**src/rtl/core/stlbc_pkg.sv**
```systemverilog
package stlbc_pkg;

    // Machine state codes
    localparam logic [2:0] ST_STOP  = 3'd0;
    localparam logic [2:0] ST_RUN   = 3'd1;
    localparam logic [2:0] ST_ERROR = 3'd2;
    localparam logic [2:0] ST_CYCLE = 3'd3;
    localparam logic [2:0] ST_ALARM = 3'd4;

    localparam int NUM_PATTERNS = 5;
    localparam int STATE_W      = 3;
    localparam int PATTERN_W    = 9;
    localparam int ON_TIME_W    = 24;
    localparam int CFG_INDEX_W  = 3;
    localparam int CFG_DATA_W   = 24;
    localparam int BUZZ_LINES   = 5;

    // Configuration register indexes
    localparam logic [CFG_INDEX_W-1:0] REG_STOP_PATTERN  = 3'd0;
    localparam logic [CFG_INDEX_W-1:0] REG_RUN_PATTERN   = 3'd1;
    localparam logic [CFG_INDEX_W-1:0] REG_ERROR_PATTERN = 3'd2;
    localparam logic [CFG_INDEX_W-1:0] REG_CYCLE_PATTERN = 3'd3;
    localparam logic [CFG_INDEX_W-1:0] REG_ALARM_PATTERN = 3'd4;
    localparam logic [CFG_INDEX_W-1:0] REG_BUZZER_ON     = 3'd5;
    localparam logic [CFG_INDEX_W-1:0] REG_BUZZER_SKIP   = 3'd6;

    // Reset values of the configuration registers
    localparam logic [PATTERN_W-1:0] STOP_PATTERN_RST  = 9'd4;
    localparam logic [PATTERN_W-1:0] RUN_PATTERN_RST   = 9'd1;
    localparam logic [PATTERN_W-1:0] ERROR_PATTERN_RST = 9'd80;
    localparam logic [PATTERN_W-1:0] CYCLE_PATTERN_RST = 9'd16;
    localparam logic [PATTERN_W-1:0] ALARM_PATTERN_RST = 9'd9;
    localparam logic [ON_TIME_W-1:0] BUZZER_ON_RST     = 24'd3600;

    localparam int BLINK_HALF_DEFAULT = 500;
    localparam int TIMER_BITS_DEFAULT = 24;

    // Lamp modes
    localparam logic [1:0] LAMP_DARK = 2'd0;
    localparam logic [1:0] LAMP_ON   = 2'd1;

    typedef logic [PATTERN_W-1:0] pattern_t;
    typedef logic [STATE_W-1:0]   state_t;

    // Control word from the top level to the buzzer timer
    typedef struct packed {
        logic   advance;
        logic   mute_request;
        logic   skip;
        state_t state;
    } buzz_ctl_t;

    function automatic logic lamp_drive(input logic [1:0] mode, input logic phase);
        logic drive;
        case (mode)
            LAMP_DARK: drive = 1'b0;
            LAMP_ON:   drive = 1'b1;
            default:   drive = phase;
        endcase
        return drive;
    endfunction

endpackage

```
**src/rtl/core/stlbc_decode.sv**
```systemverilog
module stlbc_decode (
    input  logic                auto_mode,
    input  logic                cycle_running,
    input  logic                warning_present,
    input  logic                error_present,
    input  stlbc_pkg::pattern_t pattern_tab [stlbc_pkg::NUM_PATTERNS],
    output stlbc_pkg::state_t   state,
    output stlbc_pkg::pattern_t pattern
);

    // Priority: auto first, then cycle run, then error, else stop
    always_comb
    begin
        if (auto_mode)
        begin
            state = warning_present ? stlbc_pkg::ST_ALARM : stlbc_pkg::ST_RUN;
        end
        else if (cycle_running)
        begin
            state = stlbc_pkg::ST_CYCLE;
        end
        else if (error_present)
        begin
            state = stlbc_pkg::ST_ERROR;
        end
        else
        begin
            state = stlbc_pkg::ST_STOP;
        end
    end

    always_comb
    begin
        unique case (state)
            stlbc_pkg::ST_STOP:  pattern = pattern_tab[0];
            stlbc_pkg::ST_RUN:   pattern = pattern_tab[1];
            stlbc_pkg::ST_ERROR: pattern = pattern_tab[2];
            stlbc_pkg::ST_CYCLE: pattern = pattern_tab[3];
            default:             pattern = pattern_tab[4];
        endcase
    end

endmodule

```
**src/rtl/core/stlbc_blink.sv**
```systemverilog
module stlbc_blink #(
    parameter int BLINK_HALF_TICKS = stlbc_pkg::BLINK_HALF_DEFAULT
) (
    input  logic clk,
    input  logic rst_n,
    input  logic advance,
    output logic phase
);

    localparam int PERIOD  = 2 * BLINK_HALF_TICKS;
    localparam int COUNT_W = $clog2(PERIOD);
    localparam logic [COUNT_W-1:0] COUNT_TOP  = COUNT_W'(PERIOD - 1);
    localparam logic [COUNT_W-1:0] COUNT_HALF = COUNT_W'(BLINK_HALF_TICKS);

    logic [COUNT_W-1:0] count_reg;
    logic [COUNT_W-1:0] count_next;

    assign phase = (count_reg < COUNT_HALF);

    // Advance once per tick, wrap at the end of the off half
    always_comb
    begin
        count_next = count_reg;
        if (advance)
        begin
            count_next = (count_reg == COUNT_TOP) ? '0 : count_reg + 1'b1;
        end
    end

    always_ff @(posedge clk or negedge rst_n)
    begin
        if (!rst_n)
        begin
            count_reg <= '0;
        end
        else
        begin
            count_reg <= count_next;
        end
    end

    a_blink_wrap: assert property (@(posedge clk) disable iff (!rst_n)
        advance && (count_reg == COUNT_TOP) |=> (count_reg == '0))
        else $error("blink counter did not wrap");

endmodule

```
**src/rtl/core/stlbc_buzzer.sv**
```systemverilog
module stlbc_buzzer #(
    parameter int TIMER_BITS = stlbc_pkg::TIMER_BITS_DEFAULT
) (
    input  logic                                clk,
    input  logic                                rst_n,
    input  stlbc_pkg::buzz_ctl_t                ctl,
    input  logic [2:0]                          buzzer_num,
    input  logic [stlbc_pkg::ON_TIME_W-1:0]     on_time,
    output logic [stlbc_pkg::BUZZ_LINES-1:0]    lines
);

    localparam int CMP_W = (TIMER_BITS > stlbc_pkg::ON_TIME_W) ?
                           TIMER_BITS : stlbc_pkg::ON_TIME_W;

    logic [TIMER_BITS-1:0] elapsed_reg;
    logic [TIMER_BITS-1:0] elapsed_next;
    stlbc_pkg::state_t     prev_state_reg;
    logic                  muted_reg;
    logic                  muted_next;

    logic                  changed;
    logic                  muted_eff;
    logic [TIMER_BITS-1:0] elapsed_eff;
    logic                  expired;
    logic                  sound;

    assign changed = (ctl.state != prev_state_reg);

    // Mute request first, then state change clears it, then skip forces it
    assign muted_eff   = ctl.skip | (~changed & (muted_reg | ctl.mute_request));
    assign elapsed_eff = changed ? '0 : elapsed_reg;
    assign expired     = (on_time != '0) &&
                         (CMP_W'(elapsed_eff) >= CMP_W'(on_time));
    assign sound       = ~muted_eff & ~expired;

    always_comb
    begin
        if (muted_eff)
        begin
            elapsed_next = '0;
        end
        else if (expired || (&elapsed_eff))
        begin
            elapsed_next = elapsed_eff;
        end
        else
        begin
            elapsed_next = elapsed_eff + 1'b1;
        end
        muted_next = muted_eff;
    end

    always_comb
    begin
        lines = '0;
        if (sound)
        begin
            unique case (buzzer_num)
                3'd1:    lines = 5'b00001;
                3'd2:    lines = 5'b00010;
                3'd3:    lines = 5'b00100;
                3'd4:    lines = 5'b01000;
                3'd5:    lines = 5'b10000;
                default: lines = '0;
            endcase
        end
    end

    always_ff @(posedge clk or negedge rst_n)
    begin
        if (!rst_n)
        begin
            elapsed_reg    <= '0;
            prev_state_reg <= stlbc_pkg::ST_STOP;
            muted_reg      <= 1'b1;
        end
        else if (ctl.advance)
        begin
            elapsed_reg    <= elapsed_next;
            prev_state_reg <= ctl.state;
            muted_reg      <= muted_next;
        end
    end

    a_lines_onehot: assert property (@(posedge clk) disable iff (!rst_n)
        $onehot0(lines))
        else $error("more than one buzzer line driven");

    a_skip_mutes: assert property (@(posedge clk) disable iff (!rst_n)
        ctl.advance && ctl.skip |=> muted_reg && (elapsed_reg == '0))
        else $error("skip did not latch mute and clear the timer");

endmodule

```
**src/rtl/core/signal_tower_lamp_buzzer_control.sv**
```systemverilog
// Path: a word accepted at the input goes to the input register, then to the
// result register, and waits in the input register while a stalled result holds it.
// Throughput: one word per cycle; the input register takes one more word
// while a finished word waits on out_stall, then the input is held.
// Reset (rst_n, async, active low): both stages empty, patterns and timers at defaults,
// blink at the start of its on half, buzzer muted, last state stop.
module signal_tower_lamp_buzzer_control #(
    parameter int BLINK_HALF_TICKS = stlbc_pkg::BLINK_HALF_DEFAULT,
    parameter int TIMER_BITS       = stlbc_pkg::TIMER_BITS_DEFAULT
) (
    input  logic                                 clk,
    input  logic                                 rst_n,

    // configuration write port
    input  logic                                 cfg_we,
    input  logic [stlbc_pkg::CFG_INDEX_W-1:0]    cfg_index,
    input  logic [stlbc_pkg::CFG_DATA_W-1:0]     cfg_data,

    // input channel
    input  logic                                 in_valid,
    output logic                                 in_stall,
    input  logic                                 auto_mode,
    input  logic                                 cycle_running,
    input  logic                                 warning_present,
    input  logic                                 error_present,
    input  logic                                 mute_request,

    // output channel
    output logic                                 out_valid,
    input  logic                                 out_stall,
    output logic                                 green_lamp,
    output logic                                 yellow_lamp,
    output logic                                 red_lamp,
    output logic [stlbc_pkg::BUZZ_LINES-1:0]     buzzer_lines,
    output logic [stlbc_pkg::STATE_W-1:0]        machine_state,
    output logic                                 blink_phase
);

    // ------------------------------------------------------------------
    // Configuration registers
    // ------------------------------------------------------------------
    stlbc_pkg::pattern_t                pattern_reg [stlbc_pkg::NUM_PATTERNS];
    logic [stlbc_pkg::ON_TIME_W-1:0]    on_time_reg;
    logic                               skip_reg;

    // Take a write on any enable; indexes past the list are dropped
    always_ff @(posedge clk or negedge rst_n)
    begin
        if (!rst_n)
        begin
            pattern_reg[0] <= stlbc_pkg::STOP_PATTERN_RST;
            pattern_reg[1] <= stlbc_pkg::RUN_PATTERN_RST;
            pattern_reg[2] <= stlbc_pkg::ERROR_PATTERN_RST;
            pattern_reg[3] <= stlbc_pkg::CYCLE_PATTERN_RST;
            pattern_reg[4] <= stlbc_pkg::ALARM_PATTERN_RST;
            on_time_reg    <= stlbc_pkg::BUZZER_ON_RST;
            skip_reg       <= 1'b0;
        end
        else if (cfg_we)
        begin
            unique case (cfg_index)
                stlbc_pkg::REG_STOP_PATTERN:
                    pattern_reg[0] <= cfg_data[stlbc_pkg::PATTERN_W-1:0];
                stlbc_pkg::REG_RUN_PATTERN:
                    pattern_reg[1] <= cfg_data[stlbc_pkg::PATTERN_W-1:0];
                stlbc_pkg::REG_ERROR_PATTERN:
                    pattern_reg[2] <= cfg_data[stlbc_pkg::PATTERN_W-1:0];
                stlbc_pkg::REG_CYCLE_PATTERN:
                    pattern_reg[3] <= cfg_data[stlbc_pkg::PATTERN_W-1:0];
                stlbc_pkg::REG_ALARM_PATTERN:
                    pattern_reg[4] <= cfg_data[stlbc_pkg::PATTERN_W-1:0];
                stlbc_pkg::REG_BUZZER_ON:
                    on_time_reg    <= cfg_data[stlbc_pkg::ON_TIME_W-1:0];
                stlbc_pkg::REG_BUZZER_SKIP:
                    skip_reg       <= cfg_data[0];
                default:
                    ;
            endcase
        end
    end

    // ------------------------------------------------------------------
    // Stage handshake
    // ------------------------------------------------------------------
    logic in_valid_reg;
    logic out_valid_reg;
    logic advance;
    logic load;

    // Advance the input word when the result register is empty or being drained
    assign advance  = in_valid_reg & (~out_valid_reg | ~out_stall);
    // Hold the input side only while a word sits in the input register and cannot move
    assign in_stall = in_valid_reg & ~advance;
    assign load     = in_valid & ~in_stall;

    always_ff @(posedge clk or negedge rst_n)
    begin
        if (!rst_n)
        begin
            in_valid_reg  <= 1'b0;
            out_valid_reg <= 1'b0;
        end
        else
        begin
            if (load)
            begin
                in_valid_reg <= 1'b1;
            end
            else if (advance)
            begin
                in_valid_reg <= 1'b0;
            end

            if (advance)
            begin
                out_valid_reg <= 1'b1;
            end
            else if (!out_stall)
            begin
                out_valid_reg <= 1'b0;
            end
        end
    end

    // ------------------------------------------------------------------
    // Input register (payload, no reset)
    // ------------------------------------------------------------------
    logic auto_reg;
    logic cycle_reg;
    logic warn_reg;
    logic err_reg;
    logic mute_reg;

    always_ff @(posedge clk)
    begin
        if (load)
        begin
            auto_reg  <= auto_mode;
            cycle_reg <= cycle_running;
            warn_reg  <= warning_present;
            err_reg   <= error_present;
            mute_reg  <= mute_request;
        end
    end

    // ------------------------------------------------------------------
    // Per-tick work: state decode, blink wave, buzzer timer
    // ------------------------------------------------------------------
    stlbc_pkg::state_t    state;
    stlbc_pkg::pattern_t  pattern;
    logic                 phase;
    logic [stlbc_pkg::BUZZ_LINES-1:0] lines;
    stlbc_pkg::buzz_ctl_t buzz_ctl;

    stlbc_decode u_decode (
        .auto_mode       (auto_reg),
        .cycle_running   (cycle_reg),
        .warning_present (warn_reg),
        .error_present   (err_reg),
        .pattern_tab     (pattern_reg),
        .state           (state),
        .pattern         (pattern)
    );

    stlbc_blink #(
        .BLINK_HALF_TICKS (BLINK_HALF_TICKS)
    ) u_blink (
        .clk     (clk),
        .rst_n   (rst_n),
        .advance (advance),
        .phase   (phase)
    );

    assign buzz_ctl.advance      = advance;
    assign buzz_ctl.mute_request = mute_reg;
    assign buzz_ctl.skip         = skip_reg;
    assign buzz_ctl.state        = state;

    stlbc_buzzer #(
        .TIMER_BITS (TIMER_BITS)
    ) u_buzzer (
        .clk        (clk),
        .rst_n      (rst_n),
        .ctl        (buzz_ctl),
        .buzzer_num (pattern[8:6]),
        .on_time    (on_time_reg),
        .lines      (lines)
    );

    // ------------------------------------------------------------------
    // Result register (payload, no reset)
    // ------------------------------------------------------------------
    logic                             green_reg;
    logic                             yellow_reg;
    logic                             red_reg;
    logic [stlbc_pkg::BUZZ_LINES-1:0] lines_reg;
    stlbc_pkg::state_t                state_reg;
    logic                             phase_reg;

    always_ff @(posedge clk)
    begin
        if (advance)
        begin
            green_reg  <= stlbc_pkg::lamp_drive(pattern[1:0], phase);
            yellow_reg <= stlbc_pkg::lamp_drive(pattern[3:2], phase);
            red_reg    <= stlbc_pkg::lamp_drive(pattern[5:4], phase);
            lines_reg  <= lines;
            state_reg  <= state;
            phase_reg  <= phase;
        end
    end

    assign out_valid     = out_valid_reg;
    assign green_lamp    = green_reg;
    assign yellow_lamp   = yellow_reg;
    assign red_lamp      = red_reg;
    assign buzzer_lines  = lines_reg;
    assign machine_state = state_reg;
    assign blink_phase   = phase_reg;

endmodule

```
**config.mk**
```make
export PLATFORM = sky130hd
export DESIGN_NAME = signal_tower_lamp_buzzer_control
export DESIGN_NICKNAME = d
export VERILOG_FILES = /design/src/rtl/core/stlbc_pkg.sv /design/src/rtl/core/stlbc_decode.sv /design/src/rtl/core/stlbc_blink.sv /design/src/rtl/core/stlbc_buzzer.sv /design/src/rtl/core/signal_tower_lamp_buzzer_control.sv
export SDC_FILE = /design/constraint.sdc
export NUM_CORES = 1
export LEC_CHECK = 0
export BUFFER_PORTS_ARGS = -buffer_cell sky130_fd_sc_hd__buf_2
export CAP_MARGIN = 15
export CORE_ASPECT_RATIO = 0.75
export CORE_UTILIZATION = 30
export DETAILED_ROUTE_END_ITERATION = 12
export HOLD_SLACK_MARGIN = 0.02
export PLACE_DENSITY_LB_ADDON = 0.2
export REMOVE_ABC_BUFFERS = 1
export SETUP_SLACK_MARGIN = 0.05
export SLEW_MARGIN = 10
export SYNTH_ARGS = -nofsm -noshare
export SYNTH_HDL_FRONTEND = slang
export SYNTH_HIERARCHICAL = 1
export SYNTH_SLANG_ARGS = --single-unit
```
**constraint.sdc**
```tcl
create_clock -name clk -period 3.7 [get_ports clk]
set_input_delay 0.37 -clock clk [delete_from_list [all_inputs] [get_ports clk]]
set_output_delay 0.37 -clock clk [all_outputs]
set_load 0.02 [all_outputs]
```
# ---- Word level (Yosys, flattened, before mapping)
# Cells that the tools add are included.
# Widths: inputs -> output; s select.
dict set report word_totals {
  register_bits 127
  inputBits 37
  output_inout_bits 14
}
dict set report classes {
  n_addsub 2
  n_lt_le_gt_ge 2
  n_eq_ne 20
  mux 17
  bitwise 15
  n_reduce_logical 17
}
# op n
set ops {}
lappend ops {{$mux 24} 3}
lappend ops {{$pmux 9 s4} 1}
lappend ops {{$pmux 5 s5} 1}
lappend ops {{$add 24x1->24 const B} 1}
lappend ops {{$ge 24x24->1} 1}
lappend ops {{$reduce_and 24->1} 1}
lappend ops {{$reduce_bool 24->1} 1}
lappend ops {{$eq 3x2->1 const B} 6}
lappend ops {{$eq 3x3->1 const B} 5}
lappend ops {{$reduce_and 2->1} 7}
lappend ops {{$add 10x1->10 const B} 1}
lappend ops {{$eq 10x10->1 const B} 1}
lappend ops {{$lt 10x9->1 const B} 1}
lappend ops {{$mux 10} 1}
lappend ops {{$eq 3x1->1 const B} 3}
lappend ops {{$mux 3} 3}
lappend ops {{$not 1->1} 7}
lappend ops {{$eq 2x1->1 const B} 3}
lappend ops {{$logic_not 2->1} 3}
lappend ops {{$logic_not 3->1} 2}
lappend ops {{$pmux 1 s2} 3}
lappend ops {{$and 1x1->1} 5}
lappend ops {{$mux 1} 4}
lappend ops {{$ne 3x3->1} 1}
lappend ops {{other kinds (6)} 8}

# ---- Logic depth before layout (Yosys ltp)
dict set report logic_depth {
  depth_word 10
  mapped_depth 18
}

# ---- Modules after synthesis
# The synthesis kept the hierarchy.
# mod instances cells_each area_each_um2
set modules_own_cells {}
lappend modules_own_cells {signal_tower_lamp_buzzer_control 1 181 3318.2}
lappend modules_own_cells {stlbc_buzzer 1 318 2601.2}
lappend modules_own_cells {stlbc_blink 1 60 580.6}
lappend modules_own_cells {stlbc_decode 1 65 459.2}

# ---- Worst setup path before layout
# Ideal clock, no wire load.
dict set report synth_timing {
  path_type {reg2reg}
  startpoint {register auto_reg}
  endpoint {register u_buzzer.elapsed_reg[6]}
  setup_time_ns 0.069
  arrival_time_ns 3.847
  slack_ns -0.216
  stages_incl_launch_ff 17
  path_buffers 3
  synth_period_minus_slack_ns 3.916
  path_cell_list {edfxtp_1 -> buf_2 -> mux2i_1 -> xor2_2 -> nor3_4 -> clkbuf_1 -> clkbuf_1 -> and2_1 -> ha_1 -> nand2_1 -> o21ai_1 -> a41oi_1 -> nor4_1 -> o31ai_2 -> nand2_1 -> or4_1 -> nand3_1}
}
dict set report synth_between {
  elab_chain_len 8
}
# item line_no
set synth_lines {}
lappend synth_lines {{start: declaration} signal_tower_lamp_buzzer_control.sv:128} ;# logic auto_reg;
lappend synth_lines {{start signal: assignment} signal_tower_lamp_buzzer_control.sv:138} ;# auto_reg <= auto_mode;
lappend synth_lines {{$mux 3 (*)} stlbc_decode.sv:14} ;# if (auto_mode)
lappend synth_lines {{net state[0]} signal_tower_lamp_buzzer_control.sv:149} ;# stlbc_pkg::state_t state;
lappend synth_lines {{$ne 3x3->1 (*)} stlbc_buzzer.sv:27} ;# assign changed = (ctl.state != prev_state_reg);
lappend synth_lines {{$mux 24} stlbc_buzzer.sv:31} ;# assign elapsed_eff = changed ? '0 : elapsed_reg;
lappend synth_lines {{$ge 24x24->1} stlbc_buzzer.sv:33} ;# (CMP_W'(elapsed_eff) >= CMP_W'(on_time));
lappend synth_lines {{$logic_and 1x1->1} stlbc_buzzer.sv:32} ;# assign expired = (on_time != '0) &&
lappend synth_lines {{$logic_or 1x1->1} stlbc_buzzer.sv:42} ;# else if (expired || (&elapsed_eff))
lappend synth_lines {{$mux 24} stlbc_buzzer.sv:42}
lappend synth_lines {{$mux 24 (*)} stlbc_buzzer.sv:38} ;# if (muted_eff)
lappend synth_lines {{end signal: assignment} stlbc_buzzer.sv:79} ;# elapsed_reg <= elapsed_next;
lappend synth_lines {{end: declaration} stlbc_buzzer.sv:15} ;# logic [TIMER_BITS-1:0] elapsed_reg;
# Mark *: on every way through the listed nets, which the timed path passes. The rest lies on a longest branch.
# A chain may end at the register's enable or synchronous reset.

# ---- Worst setup path in the final report
dict set report layout_timing {
  startpoint {register auto_reg}
  endpoint {register u_buzzer.elapsed_reg[0]}
}
# Same word-level chain as after synthesis.

==> out/metrics.cfg <==
[place]
pre_cts_slack_ps=-108
hpwlAfterDp_mm=12.7
place.gp.congestion=0.801
io_buffers=50
placed_cell_area_sq_mm=0.00773

[yosys]
syn_avg_cell_area_sq_um=11.2
async_flop_share=0.866
synth_area_sq_mm=0.00696
synth_cell_types=72
yosysTopAreaCell=dfrtp_1
ys_seq_area_frac=0.471
netlist_instances=624
ys_warn_count=6
ys_seq_elements=127
synthTopCellsByArea=dfrtp_1, mux2_2, edfxtp_1, ha_1, dfstp_2
synth_edf_count=17
synthFlopType=dfrtp_1
yosysTopAreaCellShare=0.352

[critical_path]
critPathMaxFanout=8
cpMaxStageDelayCell=or4_4
critPathTopFamily=simple AND/OR/NAND/NOR gates
start_kind=flop
cp_cell_sequence=buf_6 > nor2_4 > xor2_4 > nor3_4 > buf_6 > buf_6 > and2_4 > ha_4 > nand2_2 > or4_4 > nor4_4 > o31ai_2 > buf_4 > and2_4 > buf_8 > xnor2_2 > o221ai_2
cp-end-kind=flop
cp.arrival_ps=3930
crit_buf_inv=5
worstSetupPathType=reg2reg
slowest_delay_ps=520
cpMostUsedCell=buf_6
required_ps=3980

[finish]
largest_reg_flops=45
final_area_sq_mm=0.00879
final_nets=777
final_cell_mix=dfrtp_1, mux2_2, nand2_1
antennaDiodeCount=0
drive_gt1_frac=0.399
layout_commonest_cell=dfrtp_1
syn_to_final_growth_pct=26.3

[route]
wl_per_cell_um=17.6
route.met2.wl_mm=7.79
drc=0
drt-initial-drc-count=333
drt-met1-wl_mm=9.19
vias=5289
routed_wl_mm=17.9
first_pass_iters=4
vias_per_cell=5.18
postRouteAntennaNets=0
wl_met3_um=788
top_layer=met4

[power_and_ir_drop]
power.share.switching=0.299
combinationalPowerShare=0.216
internal_power_mw=3.24
powerDensity_mw_per_mm2=525
ir_drop_mv=0.272
p_total_mw=4.62
seqPwrFrac=0.409
clkPwrFrac=0.375
p_leak_nw=3.74
p_sw_mw=1.38

[timing]
post-route-period-util=0.985
hold_viol=0
timing.final.ws_setup_ps=54.0
tightest_slew_ps=914
setup_viol=0
relSlewSlack=0.389
fmax_ghz=0.274
fin_setup_tns_ps=0
fin_crit_ps=3650
holdWs_ps=119
clock_skew_ps=11.1
maxSlewViolCount=0
grt_setup_unrepaired=true

[clocking]
clock_latency_ps=430
ctsHtreeMaxLevel=4
path_clk_slew_ps=60
cts_root_buf=clkbuf_16
cts_buffer_depth=2
cts_buffers=17
cts_tree=yes
cts_sinks=127

[grt]
grt_first_pass_wirelength_mm=28.6
antenna_found_initial=0
grt_max_degree=64
overflow=0
grt_pass1_vias=5203
grt_use_total=0.156

[floorplanning]
coreArea_sq_mm=0.0224
die-area_sq_mm=0.0238
initial_utilization=0.311
io_pins=51
rows=47
die_w_um=178
die_y_um=134

[flow_run]
cap_violations=0

[outcome]
status=finished clean

[worst_hold_path]
hp-class=in2reg

## worst reg2reg max path, stage by stage (launching register included)
cell	delay, ps
edfxtp_1	470
buf_6	170
nor2_4	140
xor2_4	230
nor3_4	70
buf_6	140
buf_6	120
and2_4	160
ha_4	260
nand2_2	60
or4_4	520
nor4_4	320
o31ai_2	80
buf_4	170
and2_4	160
buf_8	140
xnor2_2	170
o221ai_2	110
## final cells by class
class	count	area, sq um
Fill cell	2174	13600
Multi-Input combinational cell	435	3750
Sequential cell	127	3280
Timing Repair Buffer	95	647
Clock buffer	19	443
Tap cell	294	368
Clock inverter	13	159
Inverter	38	143
## repair_timing
action / 4_1_cts / 5_1_grt
hold endpoints to repair: 9 / 0
resized for setup: 7 / 73
pin swaps: 1 / 30
gates cloned: 0 / 1
hold buffers: 1 / 0
setup buffers: 1 / 6
endpoints found under the setup margin: 20 / 28
## metrics by stage
| stage | std cells | utilization |
|---|---|---|
| 6_report | 1021 | 0.392 |
| 5_1_grt | 1021 | 0.392 |
| 4_1_cts | 1015 | 0.374 |
| 3_5_place_dp | 981 | 0.345 |
| 3_3_place_gp | 981 | 0.345 |
| 2_1_floorplan | 600 | - |
## logic make-up after synthesis
kind of cell / synth area share
AOI/OAI and AO/OA: 0.0974
xor gates and xnor gates: 0.0146
adders and majority gates: 0.0467
buffers and inverters: 0.0437
DFF: 0.471
muxes: 0.152
and+or+nand+nor: 0.175
## cell usage after synthesis, types with 8 or more instances
cell / n
nor2_1: 16
o21ai_0: 13
and3_1: 9
nand3_1: 21
clkbuf_1: 8
o21ai_1: 11
nor4_1: 15
o21a_1: 11
a31oi_1: 8
and2_1: 22
dfstp_2: 12
inv_1: 36
buf_2: 10
mux2_2: 76
ha_1: 26
nand2_1: 60
nand4_1: 13
dfrtp_1: 98
mux2i_1: 20
a21oi_1: 11
o211ai_1: 14
edfxtp_1: 17
## final timing paths
kind                                           from                              endpoint  slack (ps)  depth (start not counted)
setup / recovery                 auto_reg$_DFFE_PP_   u_buzzer/elapsed_reg[0]$_DFFE_PN0P_          50                         17
hold reg to reg            in_valid_reg$_DFFE_PN0P_                 out_valid$_DFFE_PN0P_         500                          1
hold / removal                      warning_present                    warn_reg$_DFFE_PP_         120                          1
setup reg to reg                 auto_reg$_DFFE_PP_   u_buzzer/elapsed_reg[0]$_DFFE_PN0P_          50                         17
max in group asynchronous                     rst_n            pattern_reg[3]$_DFFE_PN1P_        2350                          3
min in group asynchronous                     rst_n  u_buzzer/elapsed_reg[11]$_DFFE_PN0P_         550                          2
## metal layers
layer,GRT usage,vias up
li1,-,2483
met5,0,-
met1,0.233,2673
met3,0.0329,12
met4,0.0527,0
met2,0.219,121
## power by group through the flow
| stage | Sequential (mW) | Combinational (mW) | Clock [mW] |
|---|---|---|---|
| 3_5_place_dp | 1.91 | 0.888 | 0 |
| 2_1_floorplan | 1.87 | 0.590 | 0 |
| 3_3_place_gp | 1.89 | 0.864 | 0 |
| 5_1_grt | 1.92 | 1.09 | 1.85 |
| 4_1_cts | 1.88 | 0.903 | 1.78 |
| 6_report | 1.89 | 0.997 | 1.73 |
No activity file was read; power rests on OpenSTA's default activity.
